`src/rtl/smpq_pkg.sv`:
```
`default_nettype none

package smpq_pkg;

    // Operation carried by one input word
    typedef enum logic {
        CMD_ENQUEUE = 1'b0,
        CMD_DEQUEUE = 1'b1
    } t_cmd;

    // Command from the controller to the datapath
    typedef struct packed {
        logic exec;
        t_cmd op;
    } t_dp_cmd;

endpackage

`default_nettype wire

```
`src/rtl/smpq_ctrl.sv`:
```
`default_nettype none

module smpq_ctrl
    import smpq_pkg::*;
(
    input  wire logic    i_clk,
    input  wire logic    i_rst_n,
    input  wire logic    start,
    input  wire logic    i_command,
    output logic         busy,
    output logic         o_valid,
    output t_dp_cmd      o_dp_cmd
);

    typedef enum logic {
        S_IDLE,
        S_RESP
    } t_state;

    t_state r_state, n_state;
    logic   r_busy, n_busy;
    logic   r_strobe, n_strobe;
    logic   accept;

    assign accept = start && !r_busy;

    // Fire the datapath on the accepting edge
    assign o_dp_cmd.exec = accept;
    assign o_dp_cmd.op   = t_cmd'(i_command);

    always_comb begin
        n_state  = r_state;
        n_busy   = r_busy;
        n_strobe = 1'b0;
        case (r_state)
            S_IDLE: begin
                if (accept) begin
                    n_state  = S_RESP;
                    n_busy   = 1'b1;
                    n_strobe = 1'b1;
                end
            end
            S_RESP: begin
                n_state = S_IDLE;
                n_busy  = 1'b0;
            end
            default: begin
                n_state = S_IDLE;
                n_busy  = 1'b0;
            end
        endcase
    end

    always_ff @(posedge i_clk) begin
        if (!i_rst_n) begin
            r_state  <= S_IDLE;
            r_busy   <= 1'b0;
            r_strobe <= 1'b0;
        end else begin
            r_state  <= n_state;
            r_busy   <= n_busy;
            r_strobe <= n_strobe;
        end
    end

    assign busy    = r_busy;
    assign o_valid = r_strobe;

    // An accepted word is answered on the very next cycle
    a_accept_answers: assert property (@(posedge i_clk) disable iff (!i_rst_n)
        (start && !busy) |=> o_valid)
        else $error("accepted word not answered");

    // A result strobe is never given twice in a row
    a_single_strobe: assert property (@(posedge i_clk) disable iff (!i_rst_n)
        o_valid |=> !o_valid)
        else $error("result strobe repeated");

    // The strobe cycle is always a busy cycle, so no word is taken over a result
    a_strobe_while_busy: assert property (@(posedge i_clk) disable iff (!i_rst_n)
        o_valid |-> busy)
        else $error("result strobed while not busy");

endmodule

`default_nettype wire

```
`src/rtl/smpq_datapath.sv`:
```
`default_nettype none

module smpq_datapath
    import smpq_pkg::*;
#(
    parameter int CAPACITY       = 16,
    parameter int PAYLOAD_WIDTH  = 32,
    parameter int PRIORITY_WIDTH = 16,
    parameter int COUNT_WIDTH    = 5
) (
    input  wire logic                      i_clk,
    input  wire logic                      i_rst_n,
    input  wire t_dp_cmd                   i_dp_cmd,
    input  wire logic [PAYLOAD_WIDTH-1:0]  i_payload,
    input  wire logic [PRIORITY_WIDTH-1:0] i_priority_value,
    output logic [PAYLOAD_WIDTH-1:0]       o_head_payload,
    output logic [PRIORITY_WIDTH-1:0]      o_head_priority,
    output logic [COUNT_WIDTH-1:0]         o_entry_count,
    output logic                           o_is_empty,
    output logic                           o_op_error
);

    localparam logic [COUNT_WIDTH-1:0] FullCount = COUNT_WIDTH'(CAPACITY);

    logic [PAYLOAD_WIDTH-1:0]  r_pay [CAPACITY];
    logic [PRIORITY_WIDTH-1:0] r_pri [CAPACITY];
    logic [PAYLOAD_WIDTH-1:0]  n_pay [CAPACITY];
    logic [PRIORITY_WIDTH-1:0] n_pri [CAPACITY];
    logic [CAPACITY-1:0]       r_valid, n_valid;
    logic [COUNT_WIDTH-1:0]    r_count, n_count;
    logic                      r_err, n_err;
    logic [CAPACITY-1:0]       le;
    logic                      full, empty;

    assign full  = (r_count == FullCount);
    assign empty = (r_count == '0);

    // Each slot compares the new priority at once; sorted order makes this a prefix
    always_comb begin
        for (int i = 0; i < CAPACITY; i++) begin
            le[i] = r_valid[i] && (r_pri[i] <= i_priority_value);
        end
    end

    always_comb begin
        for (int i = 0; i < CAPACITY; i++) begin
            n_pay[i] = r_pay[i];
            n_pri[i] = r_pri[i];
        end
        n_valid = r_valid;
        n_count = r_count;
        n_err   = 1'b0;
        case (i_dp_cmd.op)
            CMD_ENQUEUE: begin
                if (full) begin
                    n_err = 1'b1;
                end else begin
                    // hold slots at or below the new priority, insert once, shift the rest up
                    if (!le[0]) begin
                        n_pay[0] = i_payload;
                        n_pri[0] = i_priority_value;
                    end
                    for (int i = 1; i < CAPACITY; i++) begin
                        if (!le[i]) begin
                            if (le[i-1]) begin
                                n_pay[i] = i_payload;
                                n_pri[i] = i_priority_value;
                            end else begin
                                n_pay[i] = r_pay[i-1];
                                n_pri[i] = r_pri[i-1];
                            end
                        end
                    end
                    n_valid = {r_valid[CAPACITY-2:0], 1'b1};
                    n_count = r_count + 1'b1;
                end
            end
            CMD_DEQUEUE: begin
                if (empty) begin
                    n_err = 1'b1;
                end else begin
                    // advance every slot one place toward the head
                    for (int i = 0; i < CAPACITY - 1; i++) begin
                        n_pay[i] = r_pay[i+1];
                        n_pri[i] = r_pri[i+1];
                    end
                    n_valid = {1'b0, r_valid[CAPACITY-1:1]};
                    n_count = r_count - 1'b1;
                end
            end
            default: begin
                n_err = 1'b0;
            end
        endcase
    end

    always_ff @(posedge i_clk) begin
        if (i_dp_cmd.exec) begin
            for (int i = 0; i < CAPACITY; i++) begin
                r_pay[i] <= n_pay[i];
                r_pri[i] <= n_pri[i];
            end
        end
    end

    always_ff @(posedge i_clk) begin
        if (!i_rst_n) begin
            r_valid <= '0;
            r_count <= '0;
            r_err   <= 1'b0;
        end else if (i_dp_cmd.exec) begin
            r_valid <= n_valid;
            r_count <= n_count;
            r_err   <= n_err;
        end
    end

    assign o_head_payload  = r_valid[0] ? r_pay[0] : '0;
    assign o_head_priority = r_valid[0] ? r_pri[0] : '0;
    assign o_entry_count   = r_count;
    assign o_is_empty      = empty;
    assign o_op_error      = r_err;

    // Occupancy bits and the count must agree
    a_count_matches_valid: assert property (@(posedge i_clk) disable iff (!i_rst_n)
        $countones(r_valid) == 32'(r_count))
        else $error("count and occupancy disagree");

    // The head slot is the one that stays sorted ahead of the next
    a_head_sorted: assert property (@(posedge i_clk) disable iff (!i_rst_n)
        (r_valid[0] && r_valid[1]) |-> (r_pri[0] <= r_pri[1]))
        else $error("head entry out of order");

    // An enqueue into a full queue leaves the count alone and flags
    a_full_drop: assert property (@(posedge i_clk) disable iff (!i_rst_n)
        (i_dp_cmd.exec && i_dp_cmd.op == CMD_ENQUEUE && full)
            |=> (r_err && r_count == FullCount))
        else $error("full enqueue not dropped");

endmodule

`default_nettype wire

```
`src/rtl/stable_min_priority_queue.sv`:
```
// Channel  | Direction | Handshake            | Word
// ---------+-----------+----------------------+-------------------------------------------
// command  | in        | start high, busy low | i_command, i_payload, i_priority_value
// result   | out       | o_valid, one cycle   | o_head_payload, o_head_priority,
//          |           |                      | o_entry_count, o_is_empty, o_op_error
//
// For each accepted word, the sorted shift-register slots update on the accepting
// edge, and the result word is strobed on the following cycle while busy is high.
// Every slot compares the new priority in parallel, so the insert position is found
// at once whatever the fill level.
// Reset (i_rst_n low at a clock edge) empties the queue and drops any pending result.
// The receiver cannot stall: the result is valid for exactly the strobe cycle.
`default_nettype none

module stable_min_priority_queue
    import smpq_pkg::*;
#(
    parameter int CAPACITY       = 16,
    parameter int PAYLOAD_WIDTH  = 32,
    parameter int PRIORITY_WIDTH = 16
) (
    input  wire logic                          i_clk,
    input  wire logic                          i_rst_n,
    input  wire logic                          start,
    output logic                               busy,
    input  wire logic                          i_command,
    input  wire logic [PAYLOAD_WIDTH-1:0]      i_payload,
    input  wire logic [PRIORITY_WIDTH-1:0]     i_priority_value,
    output logic                               o_valid,
    output logic [PAYLOAD_WIDTH-1:0]           o_head_payload,
    output logic [PRIORITY_WIDTH-1:0]          o_head_priority,
    output logic [$clog2(CAPACITY+1)-1:0]      o_entry_count,
    output logic                               o_is_empty,
    output logic                               o_op_error
);

    // Count must reach CAPACITY itself
    localparam int CountWidth = $clog2(CAPACITY + 1);

    t_dp_cmd dp_cmd;

    // Controller: accept a word, then strobe its result for one cycle
    smpq_ctrl u_ctrl (
        .i_clk     (i_clk),
        .i_rst_n   (i_rst_n),
        .start     (start),
        .i_command (i_command),
        .busy      (busy),
        .o_valid   (o_valid),
        .o_dp_cmd  (dp_cmd)
    );

    // Datapath: sorted slots, occupancy, count and error flag
    smpq_datapath #(
        .CAPACITY       (CAPACITY),
        .PAYLOAD_WIDTH  (PAYLOAD_WIDTH),
        .PRIORITY_WIDTH (PRIORITY_WIDTH),
        .COUNT_WIDTH    (CountWidth)
    ) u_datapath (
        .i_clk            (i_clk),
        .i_rst_n          (i_rst_n),
        .i_dp_cmd         (dp_cmd),
        .i_payload        (i_payload),
        .i_priority_value (i_priority_value),
        .o_head_payload   (o_head_payload),
        .o_head_priority  (o_head_priority),
        .o_entry_count    (o_entry_count),
        .o_is_empty       (o_is_empty),
        .o_op_error       (o_op_error)
    );

endmodule

`default_nettype wire
```
`config.mk`:
```
export PLATFORM = sky130hd
export DESIGN_NAME = stable_min_priority_queue
export DESIGN_NICKNAME = d
export VERILOG_FILES = /design/src/rtl/smpq_pkg.sv /design/src/rtl/smpq_ctrl.sv /design/src/rtl/smpq_datapath.sv /design/src/rtl/stable_min_priority_queue.sv
export SDC_FILE = /design/constraint.sdc
export NUM_CORES = 2
export LEC_CHECK = 0
export BUFFER_PORTS_ARGS = -buffer_cell sky130_fd_sc_hd__buf_2
export CAP_MARGIN = 25
export CORE_MARGIN = 1.5
export CORE_UTILIZATION = 39
export CTS_BUF_LIST = sky130_fd_sc_hd__clkbuf_8
export DETAILED_ROUTE_END_ITERATION = 10
export SLEW_MARGIN = 5
export SYNTH_ARGS = -nofsm -noshare
export SYNTH_HDL_FRONTEND = slang
export SYNTH_SLANG_ARGS = --single-unit
export TNS_END_PERCENT = 30
```
`constraint.sdc`:
```
create_clock -name i_clk -period 8.2 [get_ports i_clk]
set_clock_uncertainty 0.05 [all_clocks]
set_input_delay 1.64 -clock i_clk [delete_from_list [all_inputs] [get_ports i_clk]]
set_output_delay 1.64 -clock i_clk [all_outputs]
set_load 0.005 [all_outputs]
```
After elaboration in Yosys (flattened, before gate mapping). Memories as Yosys holds them, arrays and structs flattened. Cells that the tools add are included.

Mux-type cells: 86. Equal/unequal tests: 4. Reductions and logical operators: 21. Order comparisons: 16. Add/subtract/negate cells: 2. Bitwise gates (word level): 3.

Operator list (number): two-way mux 32 bit (33); case mux 480 bit (2 select lines) (1); two-way mux 16 bit (35); two-way mux 512 bit (1); two-way mux 480 bit (1); case mux 240 bit (2 select lines) (1); <= comparator 16 bit (16); two-way mux 256 bit (1); two-way mux 240 bit (1); case mux 16 bit (2 select lines) (1); logical AND 1 bit (17); two-way mux 5 bit (2); case mux 5 bit (2 select lines) (1); case mux 1 bit (2 select lines) (3); adder 5 x 1 -> 5 bit, second input constant (1); equality test 5 bit, second input constant (1); logical NOT 5 bit (1); two-way mux 1 bit (5); subtractor 5 x 1 -> 5 bit, second input constant (1); inequality test 2 bit, second input constant (2); NOT 1 bit (3); AND reduction 3 bit (1); inequality test 2 x 1 -> 1 bit, second input constant (1); OR reduction 2 bit (1); logical NOT 1 bit (1).

RAM bits: 768. Flip-flop bits (word level): 25. Memories: 2. Word-level logic and storage cells: 140. Bits of input ports: 52. Output and inout bits: 57.

Memories: u_datapath.r_pay (depth 16, bits a word 32, rd ports 16, clocked after Yosys merged registers in 0, write ports 16, line smpq_datapath.sv:25) `logic [PAYLOAD_WIDTH-1:0] r_pay [CAPACITY];`; u_datapath.r_pri (depth 16, bits a word 16, rd ports 16, clocked after Yosys merged registers in 0, write ports 16, line smpq_datapath.sv:26) `logic [PRIORITY_WIDTH-1:0] r_pri [CAPACITY];`.

Depth between registers and ports, before layout.
Word-level depth: 6. Gate-level depth with buffers: 12. Depth with buffers taken out: 8.

Modules after synthesis. Synthesis repeated with hierarchy kept, for this count alone.

Cells, all modules: 3626. Area total of the unflattened synthesis: 44600.3 um^2.

Modules (own cells, without submodules): smpq_datapath (cells an instance 3618, area each 44506.4 um^2, times used 1, seq. area each 23502.5 um^2); smpq_ctrl (cells an instance 8, area each 93.8 um^2, times used 1, seq. area each 40.0 um^2).

Worst setup path before layout. OpenSTA, ideal clock, no wires.

Kind: input to register. From: input i_priority_value[1]. To: memory u_datapath.r_pay[14][0] (netlist: u_datapath.r_pay[1][192]), enable pin. Stages on the path: 12. Data required time: 7.681 ns. Slack: 1.476 ns. Library setup time: 0.469 ns. Buffers on the path: 4. Data arrival time: 6.204 ns. Cell sequence: clkbuf_1 clkbuf_1 inv_1 ha_1 nor2b_1 o211ai_1 a2111oi_0 or4b_1 o21ai_1 buf_4 buf_6 a21oi_1.

RTL lines: from (decl) (line stable_min_priority_queue.sv:28) `input wire logic [PRIORITY_WIDTH-1:0] i_priority_value,`; to (decl) (line smpq_datapath.sv:25).

==> flow_summary.json <==
{
  "place_area_mm2": 0.0473,
  "multi_input_area_mm2": 0.0205,
  "dp_hpwl_mm": 101,
  "peakVddDrop_mv": 0.164,
  "instances_no_fill": 5206,
  "ys_async_sr_fraction_pct": 0,
  "final_net_count": 3884,
  "initial_core_util_pct": 39.3,
  "die_x_um": 345,
  "io_pins": 109,
  "cp.required_ns": 8.84,
  "dr.first_iter.drc_count": 4874,
  "slew-limit-headroom_pct": 16.5,
  "synth_fa_ha_area_share_pct": 7.16,
  "finalSetupViolations": 0,
  "cts_setup_buffers": 0,
  "gp_congestion": 0.936,
  "synth.top_cell.area_share_pct": 50.7,
  "synth_mux_area_share_pct": 1.19,
  "final_util_pct": 43.2,
  "hold_viol_final": 0,
  "ys_ff_latch": 792,
  "area_growth_pct": 9.94,
  "syn_area_mm2": 0.0455,
  "core_area_mm2": 0.116,
  "cts_sinks": 792,
  "crit_chain": "buf_2 -> inv_1 -> ha_1 -> nand4_1 -> nor4_1 -> a21boi_1 -> o31ai_1 -> a21oi_4 -> buf_4 -> a221o_1",
  "place_inst": 4949,
  "vias_per_cell": 7.01,
  "seq_area_mm2": 0.0235,
  "max_freq_mhz": 188,
  "crit_path_max_fanout": 26,
  "portBuffers": 108,
  "gr-usage-all-layers_pct": 27.8,
  "synth_edf_count": 768,
  "cpPeakStageDelay_ns": 0.86,
  "drive_above_1_share_pct": 12.6,
  "period_minus_slack_ns": 5.32,
  "cts-root-buf": "clkbuf_8",
  "finalPower_mw": 13.4,
  "synth-xor-area-share_pct": 0.0962,
  "row_count": 125,
  "synth_compound_area_share_pct": 28.2,
  "cts_buffers": 143,
  "yosysWarnings": 0,
  "synth_cell_type_count": 55,
  "synth_top_flop_cell": "edfxtp_1",
  "die_y_um": 345,
  "worst-endpoint-arrival_ns": 5.96,
  "hold_path_class": "reg -> reg",
  "cp_num_buf_inv": 3,
  "final_cell_mix": "768 x edfxtp_1, 679 x a221o_1, 470 x a22o_1",
  "p_per_area_mw_per_mm2": 268,
  "drv_cap": 0,
  "outcome": "finished clean",
  "synth_cells": 3638,
  "slowest_stage": "a21oi_4",
  "h-tree-depth": 4,
  "synthSimpleGateAreaFrac_pct": 7.52,
  "final.setup.worst_slack_ns": 2.88,
  "end_kind": "register",
  "cts_tree": "done",
  "drtPass1Iterations": 6,
  "dp_slack_ns": 2.22,
  "rsz0062_at_grt": "false",
  "final.hold.worst_slack_ns": 0.418,
  "yosys.area.top_type": "edfxtp_1",
  "tns_ns": 0,
  "insertion_delay_ns": 0.86,
  "postRouteAntennaNets": 0,
  "leakagePower_nw": 18.6,
  "crit_path_start_kind": "primary input",
  "syn_nets": 3950,
  "overflow": 0,
  "route.detailed.drc": 0,
  "critPathKind": "in -> reg",
  "die_area_mm2": 0.119,
  "wirelength_mm": 169,
  "routedWlPerCell_um": 32.5,
  "post-route-cell-area_mm2": 0.0500,
  "final_common_cell": "edfxtp_1",
  "ys_seq_area_share_pct": 51.7,
  "cts_resized": 0,
  "netlist_top_cells_area": "edfxtp_1 51%, a221o_1 15%, a22o_1 9.0%",
  "synth_top_family_by_area": "compound AO/OA/AOI/OAI gates",
  "slew_violations": 0,
  "ctsLongestPathBuffers": 3,
  "holdBufCountCts": 0,
  "vias": 36500,
  "grt_start_max_net_pins": 234,
  "grt_pass1_wl_mm": 245,
  "min_period_over_period_pct": 64.9,
  "worst_pin_slew_ns": 1.25,
  "grt_pass1_vias": 34400,
  "cpLargestDelayFamily": "compound AO/OA/AOI/OAI gates",
  "fillCellCount": 10600,
  "clk_pin_slew_ns": 0.06,
  "avgSynthCellArea_um2": 12.5,
  "antenna_found_initial": 15
}
-- worst reg2reg max path, stage by stage (launching register included) --
cell and delay, ns:
edfxtp_1 0.66, ha_1 0.43, nand2_1 0.17, o21ai_0 0.65, o2bb2ai_1 0.21, o31ai_1 0.19, a21oi_4 0.75, buf_4 0.56
a221o_1 0.32
-- flip-flops by register name, summed over array words and instances, names as in the netlist --
name	cells
u_ctrl.busy	1
u_ctrl.o_valid	1
u_datapath.o_entry_count	5
u_datapath.o_op_error	1
u_datapath.r_pay	512
u_datapath.r_pri	256
u_datapath.r_valid	16
-- path summary, 6_finish.rpt --
check / startpoint / end / slack [ns] / cells after the start
setup / recovery: i_priority_value[13] / u_datapath.r_pay[0][208]$_DFFE_PP_ / 2.88 / 10
hold / removal: u_datapath.o_op_error$_SDFFE_PN0P_ / u_datapath.o_op_error$_SDFFE_PN0P_ / 0.42 / 2
setup reg to reg: u_datapath.r_pri[0][7]$_DFFE_PP_ / u_datapath.r_pay[0][50]$_DFFE_PP_ / 4.08 / 8
hold reg to reg: u_datapath.o_op_error$_SDFFE_PN0P_ / u_datapath.o_op_error$_SDFFE_PN0P_ / 0.42 / 2
-- report_power, final --
part | switching, mW | internal (mW) | leakage (nW)
Combinational | 2.15 | 1.43 | 9.60
Clock | 1.84 | 1.83 | 1.54
Sequential | 0.662 | 5.50 | 7.45
Total | 4.66 | 8.76 | 18.6
-- cell type report --
cell class	count	area share (%)
antenna	7	0.0350
inverter	36	0.270
timing repair buffer	190	2.60
multi-input combinational	2409	41.0
sequential	792	47.0
clock inverter	101	1.24
tap	1524	3.81
clock buffer	147	4.04
-- cell usage after synthesis (all sizes together), types with 21 or more instances --
cell and n:
a21oi 130, a221o 679, a22o 470, and2 245
buf 176, clkbuf 225, dfxtp 24, edfxtp 768
ha 259, inv 35, mux2 48, nand2 177
nand4 53, nor2 40, nor2b 36, o211a 21
o21ai 86
-- cells by family after synthesis --
| family | after synthesis |
|---|---|
| flip-flops | 792 |
| multiplexers | 48 |
| AND/OR/NAND/NOR | 632 |
| buffers and inverters | 437 |
| AO/OA/AOI/OAI | 1464 |
| XOR/XNOR | 5 |
| adder cells (fa/ha/maj) | 260 |
-- layer usage --
| metal | GRT usage [%] | share of wire (%) | vias up |
|---|---|---|---|
| met5 | 0 | 0.034 | - |
| met4 | 10.9 | 3.7 | 10 |
| met3 | 6.15 | 11 | 327 |
| met2 | 39.9 | 42 | 2449 |
| met1 | 40.6 | 43 | 18500 |
| li1 | - | - | 15200 |
Note: power is estimated with default switching activity, not from simulation.
